## src/rtl/core/marpr_ram.sv

```systemverilog
// generic single port ram with registered read
module marpr_ram #(
	parameter int WIDTH = 32,
	parameter int DEPTH = 64
) (
	input  logic                     clk,
	input  logic                     we,
	input  logic [$clog2(DEPTH)-1:0] addr,
	input  logic [WIDTH-1:0]         wdata,
	output logic [WIDTH-1:0]         rdata
);
	logic [WIDTH-1:0] mem [DEPTH];
	logic [WIDTH-1:0] rdata_q;

	always_ff @(posedge clk) begin
		if (we)
			mem[addr] <= wdata;
		rdata_q <= mem[addr];
	end

	assign rdata = rdata_q;
endmodule

```

## config.mk

```make
export PLATFORM = sky130hd
export DESIGN_NAME = marpr_ram
export DESIGN_NICKNAME = d
export VERILOG_FILES = /design/src/rtl/core/marpr_ram.sv
export SDC_FILE = /design/constraint.sdc
export NUM_CORES = 2
export LEC_CHECK = 0
export ABC_CLOCK_PERIOD_IN_PS = 3600
export BUFFER_PORTS_ARGS = -buffer_cell sky130_fd_sc_hd__buf_2
export CAP_MARGIN = 20
export CORE_UTILIZATION = 25
export CTS_CLUSTER_DIAMETER = 50
export CTS_CLUSTER_SIZE = 24
export DETAILED_ROUTE_END_ITERATION = 8
export GPL_TIMING_DRIVEN = 0
export PLACE_DENSITY = 0.47
export SLEW_MARGIN = 10
export SYNTH_ARGS = -nofsm -noshare
export SYNTH_HDL_FRONTEND = slang
export SYNTH_SLANG_ARGS = --single-unit
```

## constraint.sdc

```tcl
create_clock -name clk -period 3.6 [get_ports clk]
set_clock_uncertainty 0.05 [all_clocks]
set_input_delay 0.36 -clock clk [delete_from_list [all_inputs] [get_ports clk]]
set_output_delay 0.36 -clock clk [all_outputs]
set_load 0.05 [all_outputs]
```

==> flow_summary.toml <==
[outcome]
status = "finished, violations left"
violations = "DRC, setup timing"

[worst_setup_path]
crit_type = "input port to flip-flop"
crit_required_ns = 4.35
endpoint_kind = "flip-flop"
slowest_delay_ns = 0.66
cp_cell_sequence = "buf_2 > buf_4 > buf_2 > and2_1 > clkbuf_1 > clkbuf_1 > a221oi_1 > a211oi_1 > a2111oi_1 > clkdlybuf4s18_2 > nand3_1"
crit_arrival_ns = 4.40
crit_path_start_kind = "input port"
cpMaxStageDelayCell = "clkbuf_1"
crit_fanout = 10

[placed_design]
dp_worst_setup_slack_ns = -2.00
dp_hpwl_um = 174000
placed_cells = 8544
placed_area_sq_mm = 0.0869
port_buffers = 70
gp_congestion = 0.866

[synthesis]
synth.most_common_cell = "edfxtp_1"
ys_ff_latch = 2080
syn-num-nets = 4279
synthFlopType = "edfxtp_1"
syn_area_per_cell_sq_um = 18.6
synthTopCellsByCount = "edfxtp_1, mux2i_1, a22oi_1"
synthCells = 4239
syn-cell-area_sq_mm = 0.0789
synth_top_area_share_pct = 77.9
seq_area_frac_synth_pct = 78.7
async_flop_share_pct = 0
synth_cell_types = 56
yosysWarningCount = 0
ys_top_cells_by_area = "edfxtp_1, mux2i_1, mux4_2"
yosys.area.top_type = "edfxtp_1"
synth_enable_flop_cells = 2048

[power_and_ir_drop]
ir_worst_vdd_mv = 0.395
p_per_area_mw_per_mm2 = 542
leakage_nw = 29.9

[timing]
fin_crit_sh_pct = 101
fin_crit_ns = 3.65
max_slew.worst_pin.slew_ns = 1.20
setup_viol = 3
max_slew_margin_pct = 20.2
setup_ws_ns = -0.0536
fmax_mhz = 274
hold_viol_final = 0
drv_slew = 0

[clock_network]
cts_tree = "done"
cts_buffer_depth = 4
htree_levels = 4
clock_sinks = 2080
root_buffer = "clkbuf_16"
cts_buffers = 193
clk_latency_ns = 0.89
path_clk_slew_ns = 0.07

[floorplan]
num_rows = 205
core_sq_mm = 0.313
start_util_pct = 25.2
die_h_um = 564
io_pins = 72
dieWidth_um = 564
dieArea_sq_mm = 0.318

[routing]
vias = 44592
drt_iter0_drc = 5277
wire_per_inst_um = 29.0
ant_nets = 0
wirelength_um = 261000
first_pass_iters = 8
drc = 2
vias_per_cell = 4.95

[global_route]
grt_max_degree = 65
grtUsageTotal_pct = 16.0
grt-ovfl-total = 0
grt_pass1_vias = 43633
grt_pass1_wl_um = 356000
antenna_found_initial = 28

[run]
cap_violations = 0

[cells_and_area]
drive_gt1_share_pct = 21.3
syn_to_final_growth_pct = 20.5
fin_cells = 9010
nets = 4747
final_area_sq_mm = 0.0951

[hold_path]
hold_class = "input port to flip-flop"
kinds of logic after synthesis:
logic type,count (synthesis),synth area share (%)
muxes,502,8.12
buffers and inverters,300,1.68
and+or+nand+nor,424,2.81
AOI/OAI and AO/OA,933,8.66
DFF,2080,78.7
critical path: cells and delay by family:
kind | cells | cell delay, ns
AOI/OAI and AO/OA | 3 | 0.81
buffers and inverters | 6 | 2.60
and+or+nand+nor | 2 | 0.59
path summary, 6_finish.rpt:
path,from,end,slack [ns],depth (start not counted)
worst max register to register,mem[31][17]$_DFFE_PP_,rdata[17]$_DFF_P_,0.59,5
worst min-delay path,wdata[29],mem[61][29]$_DFFE_PP_,0.006,1
worst max-delay path,addr[1],rdata[6]$_DFF_P_,-0.05,11
worst min register to register,mem[58][18]$_DFFE_PP_,rdata[18]$_DFF_P_,0.64,4
sequential cells by signal, indices dropped and copies added (netlist names):
| signal | count |
|---|---|
| rdata | 32 |
| mem | 2048 |
layout make-up:
cell class | instances | area [sq um]
Timing Repair Buffer | 273 | 3630
Antenna cell | 9 | 22.5
Clock inverter | 141 | 1630
Buffer | 298 | 1410
Clock buffer | 208 | 4940
Tap cell | 4140 | 5180
Multi-Input combinational cell | 1859 | 16200
Inverter | 2 | 11.3
Sequential cell | 2080 | 62100
Fill cell | 30469 | 218000
cells in the final DEF (no fill, tap or decap), drive strengths merged, types with 6 or more instances in the layout:
| cell | n |
|---|---|
| mux4 | 96 |
| mux2 | 147 |
| a22o | 66 |
| dfxtp | 32 |
| nor3 | 22 |
| a2111oi | 15 |
| buf | 361 |
| a211oi | 17 |
| nand2b | 18 |
| a221oi | 175 |
| o22a | 70 |
| diode | 9 |
| and3 | 85 |
| nor2 | 145 |
| o221ai | 6 |
| a21oi | 121 |
| nor2b | 8 |
| dlygate4sd3 | 19 |
| o21ai | 85 |
| nor4 | 14 |
| nand2 | 28 |
| bufinv | 12 |
| clkinvlp | 17 |
| a22oi | 188 |
| a222oi | 16 |
| or4b | 14 |
| a221o | 15 |
| o2bb2ai | 15 |
| clkinv | 51 |
| or4 | 15 |
| nand3 | 54 |
| o22ai | 93 |
| edfxtp | 2048 |
| clkbuf | 393 |
| inv | 63 |
| a31oi | 43 |
| mux2i | 259 |
report_power, final:
group / switching (W) / internal [W]
logic: 0.00237 / 0.000905
clock network: 0.0102 / 0.0113
registers: 0.0000486 / 0.0268
total: 0.0126 / 0.0390
metal layers:
metal | part of all wire (%) | vias to the layer above | track usage, %
li1 | - | 18639 | -
met2 | 47 | 1875 | 25.9
met4 | 3.6 | 8 | 5.29
met3 | 6.8 | 421 | 2.46
met1 | 42 | 23649 | 21.8
met5 | 0.020 | - | 0
through the flow:
stage | setup TNS, ns | hold slack [ns] | util [%] | total power (W)
finish | -0.109 | 0.00559 | 30.4 | 0.0516
global route | -0.179 | 0.00608 | 30.4 | 0.0529
CTS | -30.20 | 0.00354 | 30.2 | 0.0519
detailed placement | -2857.51 | 0.552 | 27.8 | 0.0306
global placement | -6868.02 | 0.638 | 27.0 | 0.0305
floorplan | -89.05 | 0.409 | - | 0.0289
repair_timing:
action	CTS	global route
pin swaps	40	8
setup endpoints to repair	1995	1478
endpoints found under the hold margin	408	81
hold buffers	14	5
gates resized for setup	42	50
buffers inserted	63	18
Power figures use the tool's default switching activity.
