<file path="src/rtl/core/marpr_pkg.sv">
// shared constants, types and tables of the rotary position rotate block
package marpr_pkg;

	localparam int VEC_DIM_DEF = 128;
	localparam int TABLE_DEPTH = 64;
	localparam int IDX_W = 6;
	localparam int AXIS_LIMIT = 60;
	localparam int AXIS_COUNT = 3;

	localparam logic CMD_WRITE = 1'b0;
	localparam logic CMD_ROTATE = 1'b1;

	localparam logic [1:0] AXIS_T = 2'd0;
	localparam logic [1:0] AXIS_H = 2'd1;
	localparam logic [1:0] AXIS_W = 2'd2;

	localparam logic [34:0] TWO_PI_Q32 = 35'h6487ED511;
	localparam logic [34:0] PI_Q32 = 35'h3243F6A89;
	localparam logic [34:0] HALF_PI_Q32 = 35'h1921FB544;
	localparam logic [34:0] QUARTER_PI_Q32 = 35'h0C90FDAA2;
	localparam logic [32:0] Q32_ONE = 33'h100000000;

	localparam int PROD_W = 48;
	localparam int MOD_CELLS = 14;
	localparam int STEP_LAT = 3;
	localparam int SIN_STEPS = 4;
	localparam int COS_STEPS = 5;
	localparam int SIN_DIV [SIN_STEPS] = '{72, 42, 20, 6};
	localparam int COS_DIV [COS_STEPS] = '{90, 56, 30, 12, 2};

	// edges from the s1 register to the s35 point where sin and cos meet
	localparam int SIDE_DEPTH = 1 + MOD_CELLS + 3 + 1 + COS_STEPS * STEP_LAT;
	localparam int FLAG_DEPTH = 1 + COS_STEPS * STEP_LAT;
	localparam int SIN_PAD = (COS_STEPS - SIN_STEPS) * STEP_LAT - 1;
	localparam int LATENCY = 1 + SIDE_DEPTH + 4;

	typedef logic [TABLE_DEPTH-1:0][1:0] axis_map_t;

	typedef struct packed {
		logic v;
		logic byp;
		logic signed [31:0] a;
		logic signed [31:0] b;
	} side_t;

	function automatic axis_map_t build_axis_map();
		axis_map_t m;
		for (int i = 0; i < TABLE_DEPTH; i++) begin
			if (i < AXIS_LIMIT && i % AXIS_COUNT == 1)
				m[i] = AXIS_H;
			else if (i < AXIS_LIMIT && i % AXIS_COUNT == 2)
				m[i] = AXIS_W;
			else
				m[i] = AXIS_T;
		end
		return m;
	endfunction

	localparam axis_map_t AXIS_MAP = build_axis_map();

endpackage

</file>
<file path="src/rtl/core/marpr_mod_cell.sv">
// one restoring step of the reduction modulo two pi
module marpr_mod_cell #(
	parameter int SHIFT = 0
) (
	input  logic                       clk,
	input  logic [marpr_pkg::PROD_W-1:0] rem_i,
	output logic [marpr_pkg::PROD_W-1:0] rem_o
);
	import marpr_pkg::*;

	localparam logic [PROD_W:0] STEP = (PROD_W + 1)'(TWO_PI_Q32) << SHIFT;

	logic [PROD_W-1:0] rem_q;

	always_ff @(posedge clk) begin
		if ({1'b0, rem_i} >= STEP)
			rem_q <= PROD_W'({1'b0, rem_i} - STEP);
		else
			rem_q <= rem_i;
	end

	assign rem_o = rem_q;
endmodule

</file>
<file path="config.mk">
export PLATFORM = sky130hd
export DESIGN_NAME = marpr_mod_cell
export DESIGN_NICKNAME = d
export VERILOG_FILES = /design/src/rtl/core/marpr_pkg.sv /design/src/rtl/core/marpr_mod_cell.sv
export SDC_FILE = /design/constraint.sdc
export NUM_CORES = 1
export LEC_CHECK = 0
export BUFFER_PORTS_ARGS = -buffer_cell sky130_fd_sc_hd__buf_4
export CORE_MARGIN = 1
export CORE_UTILIZATION = 40
export DETAILED_ROUTE_END_ITERATION = 8
export PLACE_DENSITY_LB_ADDON = 0.12
export SLEW_MARGIN = 20
export SYNTH_ARGS = -nofsm -noshare
export SYNTH_HDL_FRONTEND = slang
export SYNTH_SLANG_ARGS = --single-unit
</file>
<file path="constraint.sdc">
create_clock -name clk -period 4.6 [get_ports clk]
set_clock_uncertainty 0.1 [all_clocks]
set_input_delay 0.46 -clock clk [delete_from_list [all_inputs] [get_ports clk]]
set_output_delay 0.46 -clock clk [all_outputs]
set_load 0.02 [all_outputs]
</file>
==> run metrics <==
status complete, no violations; largest net degree at the start of global routing 29; FF+latch count, synth 48; first-pass GRT wire length 10.24 mm; met1 Use GR 27.59%; CORE AREA 5642 um2; TNS Setup 0 ns; CTS tree yes; vias in the first global route 2163; die span in y 79.34 um; nets@finish 406; commonest non-fill, non-tap cell in the layout buf_4; GRT Util Overall 21.02%; Final Hold Viols 0; Max clock buf depth 2; post-cts sizing count 0; CP Data Arrival Time 2.79 ns; I/O pins 97; post-synthesis sequential area ratio 40.17%; slowest CP cell a2111o_1; final wirelength 6.306 mm; Synth Area in Simple Gates 23.74%; CTS Buf Count 5; CP endpoint kind flop; setup bufs post-CTS 0; met2 Usage GRT 33.36%; Post-Synthesis Cells 259; GR Overflow Total 0; router iterations before antenna repair 4; # Max-Cap Violations 0; Cell variety after synth 56; H-tree level count 2; Post-Layout Cell Count 428; n_diodes 0; WP buf/inv 2; die area 6294 um2; detailed placer's ending HPWL 4.827 mm; Site Rows 27; period utilization 58.90%; Synth Area in Adders 1.046%; Post-Syn Area 2392 um2; max incr delay on CP 0.47 ns; CP Data Required Time 4.68 ns; met3 Track Usage GR 5.747%; Num Clock Sinks 48; fin crit period 2.709 ns; Slew headroom 36.79%; initial antenna violation count 0; DR DRC count 0; worst setup path category input port to flop; syn nets 310; Final setup viols 0; top cells by area, synth dfxtp_1 40%, xor2_1 9.2%, xnor2_1 7.3%; fill cell count 541; Worst-path clk slew 0.09 ns; Pleak 1.415 nW; RSZ-0062 raised after global routing false; Layout Area Growth over Synthesis 37.34%; WP depth 10; Post-Synth XOR/XNOR Area 16.47%; Placed Cells 420; syn avg cell area 9.237 um2; CP Launch Type input port; Pwr Density 317.5 nW/um2; leading area contributor after synthesis dfxtp_1; Worst Tran Pin Value 0.9395 ns; commonest non-fill, non-tap cells in the layout 96 x buf_4, 48 x dfxtp_1, 25 x xor2_1; FMAX 369.1 MHz; EDFF count, synth 0; Worst Hold Path Cells 2; average vias per placed instance 5.271; prevailing post-synth register cell dfxtp_1; Crit Path Max Fanout 28; delay-heaviest family, CP compound AO/OA/AOI/OAI gates; Die X 79.34 um; ANT nets after route 0; worst hold path class input port to flop; crit path cell chain buf_4, inv_1, ha_1, or3b_1, a21oi_1, o311ai_0, a2111o_1, nand2_4, nor4_1, xor2_1; initial core utilization 42.40%; share of flip-flops with an asynchronous set or reset 0%; RePlAce Congestion 0.9155; hold bufs inserted after CTS 0; layout cell share with drive strength beyond 1 33.43%; detailed-route via count 2256; Worst IR Drop VDD 0.1790 mV; Yosys Warn Count 0; GRT busiest layer met2; post-synth top area share 40.17%; CTS Root Cell clkbuf_8; multiplexer share of the synthesized area 0%; I/O Buffers 96; number of flip-flops in the largest register 48; main combinational cell family by area after synthesis simple AND/OR/NAND/NOR gates; Avg WL per Cell 14.73 um; final-report max-slew violation count 0; post-synthesis compound-gate area fraction 16.11%; DRT iter0 DRCs 124
-- per-layer routing --
layer | share of wire [%] | wire (um) | up-vias
met4 | 0.95 | 60 | 0
met3 | 8.6 | 543 | 5
met2 | 44 | 2749 | 93
met1 | 47 | 2952 | 1024
li1 | - | - | 1134
met5 | 0 | 0 | -
-- cell usage after synthesis, types with 2 or more instances --
cell type,count
nor3b_1,3
nor2_1,16
ha_1,2
nor4b_1,2
xor2_1,25
clkbuf_1,2
nand3b_1,2
buf_2,2
a31oi_1,2
a21oi_1,12
buf_4,2
or2_2,3
nor4_1,11
o21ai_0,12
xnor2_1,20
o31a_1,2
a2111oi_2,2
nor3_1,7
or3_1,3
a211oi_1,3
a21o_1,4
nand3_1,6
nor2b_1,2
nand2_1,24
dfxtp_1,48
nand4_1,8
inv_1,4
o21a_1,2
-- kinds of logic (layout without fill, tap and decap cells) --
| group | Yosys count | in the layout |
|---|---|---|
| flip-flops | 48 | 48 |
| adder cells (fa/ha/maj) | 2 | 2 |
| XOR/XNOR | 45 | 45 |
| AO/OA/AOI/OAI | 52 | 52 |
| buffers and inverters | 11 | 108 |
| AND/OR/NAND/NOR | 101 | 101 |
-- stage by stage --
stage	setup WS, ns	total power, mW	area [um2]	hold WS [ns]	util [%]
after floorplan	2.043	0.5972	2392	0.4567	-
after global placement	1.551	0.7244	3159	0.5620	56.00
after detailed placement	1.561	0.7241	3159	0.5598	56.00
after CTS	1.885	1.056	3286	0.2286	58.24
after global routing	1.715	1.088	3286	0.2309	58.24
final	1.891	1.043	3286	0.2380	58.24
-- report_power, final --
group	internal (mW)	total, mW	leakage (nW)	switching, mW
Sequential	0.456	0.467	0.405	0.0113
Clock	0.192	0.329	0.0645	0.137
Combinational	0.113	0.247	0.945	0.134
Total	0.761	1.04	1.41	0.282
-- cell type report --
cell class	instances	area [um2]	area share [%]
Clock buffer	7	96.34	2.932
Clock inverter	1	30.03	0.9139
Inverter	4	15.01	0.4570
Multi-Input combinational cell	200	1373	41.77
Sequential cell	48	960.9	29.25
Tap cell	72	90.09	2.742
Timing Repair Buffer	96	720.7	21.93
-- final timing paths --
check | startpoint | to | slack [ns]
worst max-delay path | rem_i[1] | rem_o[43]$_DFF_P_ | 1.89
worst min-delay path | rem_i[42] | rem_o[42]$_DFF_P_ | 0.24
(Power assumes the default switching activity.)
