$ cat config.mk
export PLATFORM = sky130hd
export DESIGN_NAME = marpr_step_cell
export DESIGN_NICKNAME = d
export VERILOG_FILES = /design/src/rtl/core/marpr_pkg.sv /design/src/rtl/core/marpr_step_cell.sv
export SDC_FILE = /design/constraint.sdc
export NUM_CORES = 2
export LEC_CHECK = 0
export ABC_AREA = 1
export BUFFER_PORTS_ARGS = -buffer_cell sky130_fd_sc_hd__buf_2
export CORE_UTILIZATION = 35
export DETAILED_ROUTE_END_ITERATION = 8
export GPL_TIMING_DRIVEN = 0
export PLACE_DENSITY = 0.51
export SLEW_MARGIN = 20
export SYNTH_ARGS = -nofsm -noshare
export SYNTH_HDL_FRONTEND = slang
export SYNTH_SLANG_ARGS = --single-unit
$ cat constraint.sdc
create_clock -name clk -period 10.85 [get_ports clk]
set_input_delay 2.17 -clock clk [delete_from_list [all_inputs] [get_ports clk]]
set_output_delay 2.17 -clock clk [all_outputs]
set_load 0.02 [all_outputs]
$ cat src/rtl/core/marpr_pkg.sv
// shared constants, types and tables of the rotary position rotate block
package marpr_pkg;

	localparam int VEC_DIM_DEF = 128;
	localparam int TABLE_DEPTH = 64;
	localparam int IDX_W = 6;
	localparam int AXIS_LIMIT = 60;
	localparam int AXIS_COUNT = 3;

	localparam logic CMD_WRITE = 1'b0;
	localparam logic CMD_ROTATE = 1'b1;

	localparam logic [1:0] AXIS_T = 2'd0;
	localparam logic [1:0] AXIS_H = 2'd1;
	localparam logic [1:0] AXIS_W = 2'd2;

	localparam logic [34:0] TWO_PI_Q32 = 35'h6487ED511;
	localparam logic [34:0] PI_Q32 = 35'h3243F6A89;
	localparam logic [34:0] HALF_PI_Q32 = 35'h1921FB544;
	localparam logic [34:0] QUARTER_PI_Q32 = 35'h0C90FDAA2;
	localparam logic [32:0] Q32_ONE = 33'h100000000;

	localparam int PROD_W = 48;
	localparam int MOD_CELLS = 14;
	localparam int STEP_LAT = 3;
	localparam int SIN_STEPS = 4;
	localparam int COS_STEPS = 5;
	localparam int SIN_DIV [SIN_STEPS] = '{72, 42, 20, 6};
	localparam int COS_DIV [COS_STEPS] = '{90, 56, 30, 12, 2};

	// edges from the s1 register to the s35 point where sin and cos meet
	localparam int SIDE_DEPTH = 1 + MOD_CELLS + 3 + 1 + COS_STEPS * STEP_LAT;
	localparam int FLAG_DEPTH = 1 + COS_STEPS * STEP_LAT;
	localparam int SIN_PAD = (COS_STEPS - SIN_STEPS) * STEP_LAT - 1;
	localparam int LATENCY = 1 + SIDE_DEPTH + 4;

	typedef logic [TABLE_DEPTH-1:0][1:0] axis_map_t;

	typedef struct packed {
		logic v;
		logic byp;
		logic signed [31:0] a;
		logic signed [31:0] b;
	} side_t;

	function automatic axis_map_t build_axis_map();
		axis_map_t m;
		for (int i = 0; i < TABLE_DEPTH; i++) begin
			if (i < AXIS_LIMIT && i % AXIS_COUNT == 1)
				m[i] = AXIS_H;
			else if (i < AXIS_LIMIT && i % AXIS_COUNT == 2)
				m[i] = AXIS_W;
			else
				m[i] = AXIS_T;
		end
		return m;
	endfunction

	localparam axis_map_t AXIS_MAP = build_axis_map();

endpackage

$ cat src/rtl/core/marpr_step_cell.sv
// one horner step of the series: s = 1 - (x2 * s) / divisor
module marpr_step_cell #(
	parameter int DIVISOR = 2
) (
	input  logic        clk,
	input  logic [31:0] x2_i,
	input  logic [32:0] s_i,
	output logic [31:0] x2_o,
	output logic [32:0] s_o
);
	import marpr_pkg::*;

	// floor(2^34 / divisor), estimate is exact or one low
	localparam logic [33:0] RECIP = 34'((35'd1 << 34) / DIVISOR);

	logic [31:0] m_s1, x2_s1;
	logic [31:0] qe_s2, m_s2, x2_s2;
	logic [32:0] s_s3;
	logic [31:0] x2_s3;
	logic [39:0] rem;
	logic [31:0] q;

	always_comb begin
		rem = 40'(m_s2) - 40'(qe_s2) * 40'(DIVISOR);
		q = qe_s2 + ((rem >= 40'(DIVISOR)) ? 32'd1 : 32'd0);
	end

	always_ff @(posedge clk) begin
		m_s1 <= 32'((65'(x2_i) * 65'(s_i)) >> 32);
		x2_s1 <= x2_i;
		qe_s2 <= 32'((66'(m_s1) * 66'(RECIP)) >> 34);
		m_s2 <= m_s1;
		x2_s2 <= x2_s1;
		s_s3 <= Q32_ONE - 33'(q);
		x2_s3 <= x2_s2;
	end

	assign s_o = s_s3;
	assign x2_o = x2_s3;
endmodule

==> impl_metrics.env <==
export IMPL_postRouteAntennaNets=0
export IMPL_grt_pass1_wl_mm=241
export IMPL_cts_tree="yes"
export IMPL_cts_buffers=17
export IMPL_post_route_min_period_ps=9850
export IMPL_grt_overflow=0
export IMPL_antenna_found_initial=7
export IMPL_setup_tns_ps=0
export IMPL_drt_pass1_iterations=6
export IMPL_die_area_um2=120000
export IMPL_worstHoldPathType="register to register"
export IMPL_place_gp_congestion=1.01
export IMPL_maxCapViolCount=0
export IMPL_ys_flop_type="dfxtp_1"
export IMPL_setup_viol=0
export IMPL_ys_async_sr_fraction_pct=0
export IMPL_syn_to_final_growth_pct=7.67
export IMPL_stdcell_count=7104
export IMPL_h_tree_depth=4
export IMPL_fin_crit_sh_pct=90.8
export IMPL_cp_required_ps=11300
export IMPL_cts_setup_buffers=0
export IMPL_hold_buffers=0
export IMPL_grt_max_degree=20
export IMPL_grt_usage_pct=28.3
export IMPL_syn_avg_cell_area_um2=7.71
export IMPL_die_w_um=347
export IMPL_hold_viol_final=0
export IMPL_die_y_um=347
export IMPL_dp_cells=7068
export IMPL_post_cts_resized=0
export IMPL_maxSlewHeadroom_pct=14.2
export IMPL_cp_slowest_stage_delay_ps=880
export IMPL_drive_gt1_share_pct=3.68
export IMPL_path_class="primary input to register"
export IMPL_rsz0062_at_grt="no"
export IMPL_reg2reg_from="m_s2[4]$_DFF_P_"
export IMPL_ys_ff_latch=191
export IMPL_clock_latency_ps=550
export IMPL_synth_nets=6680
export IMPL_synthDistinctLibCells=31
export IMPL_fp_coreArea_um2=118000
export IMPL_crit_chain="buf_2 > clkbuf_1 > clkbuf_1 > nand2_1 > fa_1 > fa_1 > fa_1 > fa_1 > inv_1 > fa_1 > fa_1 > fa_1 > fa_1 > ha_1 > nand2_1 > nor2_1 > inv_2 > nor2_1 > nand2_1 > nor2_1 > nand2_1 > nand4_1 > nand2_1"
export IMPL_slew_violations=0
export IMPL_cp_startpoint="x2_i[8]"
export IMPL_ys_warn_count=0
export IMPL_start_util_pct=35.3
export IMPL_yosys_area_top_type="fa_1"
export IMPL_clock_skew_ps=11.5
export IMPL_status="finished, final reports clean"
export IMPL_wl_per_cell_um=23.3
export IMPL_wirelength_mm=165
export IMPL_synth_edf_count=0
export IMPL_cts_root_buf="clkbuf_16"
export IMPL_grt_pass1_vias=35290
export IMPL_layout_setup_ws_ps=999
export IMPL_worstPathArrival_ps=10300
export IMPL_synth_most_common_cell="inv_1"
export IMPL_viasPerCell=4.87
export IMPL_synth_top_cells_by_area="fa_1 (44%), inv_1 (15%), nand2_1 (14%), dfxtp_1 (9.2%), ha_1 (8.7%)"
export IMPL_drtIter0Drc=3187
export IMPL_syn_area_um2=41600
export IMPL_vias=34576
export IMPL_drc=0
export IMPL_hpwlAfterDp_mm=138
export IMPL_io_buffers=130
export IMPL_crit_slowest_cell="clkbuf_1"
export IMPL_cts_sinks=191
export IMPL_endpoint_kind="register"
export IMPL_worst_path_max_fanout=10
export IMPL_worst_path_most_repeated_cell="fa_1"
export IMPL_synth_top_area_share_pct=44.4
export IMPL_clk_pin_slew_ps=80
export IMPL_yosysSeqAreaShare_pct=9.19
export IMPL_rows=126
export IMPL_worstMarginPinSlew_ps=1290
export IMPL_max_freq_mhz=102
export IMPL_clk_path_buf_depth=2
export IMPL_netlist_instances=5402
export IMPL_place_ws_ps=543
export IMPL_nets=6830
export IMPL_hp_start="m_s1[5]$_DFF_P_"
export IMPL_synth_common_cells="inv_1 (1668), nand2_1 (1560), fa_1 (924), ha_1 (288), clkbuf_1 (220)"
export IMPL_io_pins=131
export IMPL_start_kind="primary input"
-- flip-flops by register name, summed over array words and instances, names as in the netlist --
| signal | cells |
|---|---|
| s_o | 33 |
| x2_o | 32 |
| m_s1 | 31 |
| m_s2 | 30 |
| x2_s1 | 32 |
| qe_s2 | 1 |
| x2_s2 | 32 |
-- per-stage QoR --
step | hold slack (ps) | utilization [%] | instance area [um^2]
2_1_floorplan | 310 | - | 41600
3_3_place_gp | 310 | 37.5 | 44200
3_5_place_dp | 312 | 37.5 | 44200
4_1_cts | 310 | 38.0 | 44800
5_1_grt | 330 | 38.0 | 44800
6_report | 315 | 38.0 | 44800
-- final timing paths --
| check | cells after the start | slack [ps] | endpoint |
|---|---|---|---|
| worst max-delay path | 23 | 1000 | m_s1[21]$_DFF_P_ |
| worst min-delay path | 0 | 320 | m_s2[5]$_DFF_P_ |
| worst max register to register | 10 | 8670 | s_o[31]$_DFF_P_ |
| worst min register to register | 0 | 320 | m_s2[5]$_DFF_P_ |
-- placed cells by master (no fill, tap or decap), types with 5 or more instances in the layout --
master,instances
inv_2,22
xnor2_1,12
inv_8,5
o21bai_1,13
nand3_1,67
fa_1,924
inv_1,1668
o21ai_1,15
xor2_1,18
nor2_1,153
clkbuf_2,18
a21oi_1,123
nor3_1,21
clkbuf_16,17
nand4_1,19
o21ai_0,53
buf_1,5
nand2_1,1560
clkbuf_1,203
ha_1,288
buf_2,130
dfxtp_1,191
-- kinds of logic after synthesis --
| logic type | share of synthesized area [%] |
|---|---|
| buf+inv | 17.3 |
| simple gates | 17.0 |
| fa+ha+maj | 53.1 |
| compound gates | 2.79 |
| flops | 9.19 |
| xor+xnor | 0.631 |
-- per-layer routing --
layer	track usage, %	vias to the layer above	share of wire (%)
li1	-	15323	-
met1	38.5	17294	42
met2	42.4	1641	42
met3	5.81	318	9.7
met4	14.6	0	5.9
met5	0	-	0
-- critical path: cells and delay by family --
kind,cells,cell delay (ps)
fa+ha+maj,9,4790
simple gates,9,1560
buf+inv,5,1740
-- cell type report --
type | count | area, um^2
clock inverter | 14 | 148
antenna | 3 | 7.51
fill | 12650 | 73100
timing repair buffer | 131 | 662
inverter | 1692 | 6350
sequential | 191 | 3820
buffer | 225 | 867
tap | 1536 | 1920
clock buffer | 18 | 429
multi-input combinational | 3294 | 30600
Power is not shown: default switching activity piles up to over one toggle a cycle in this logic, so the estimate is an artifact.
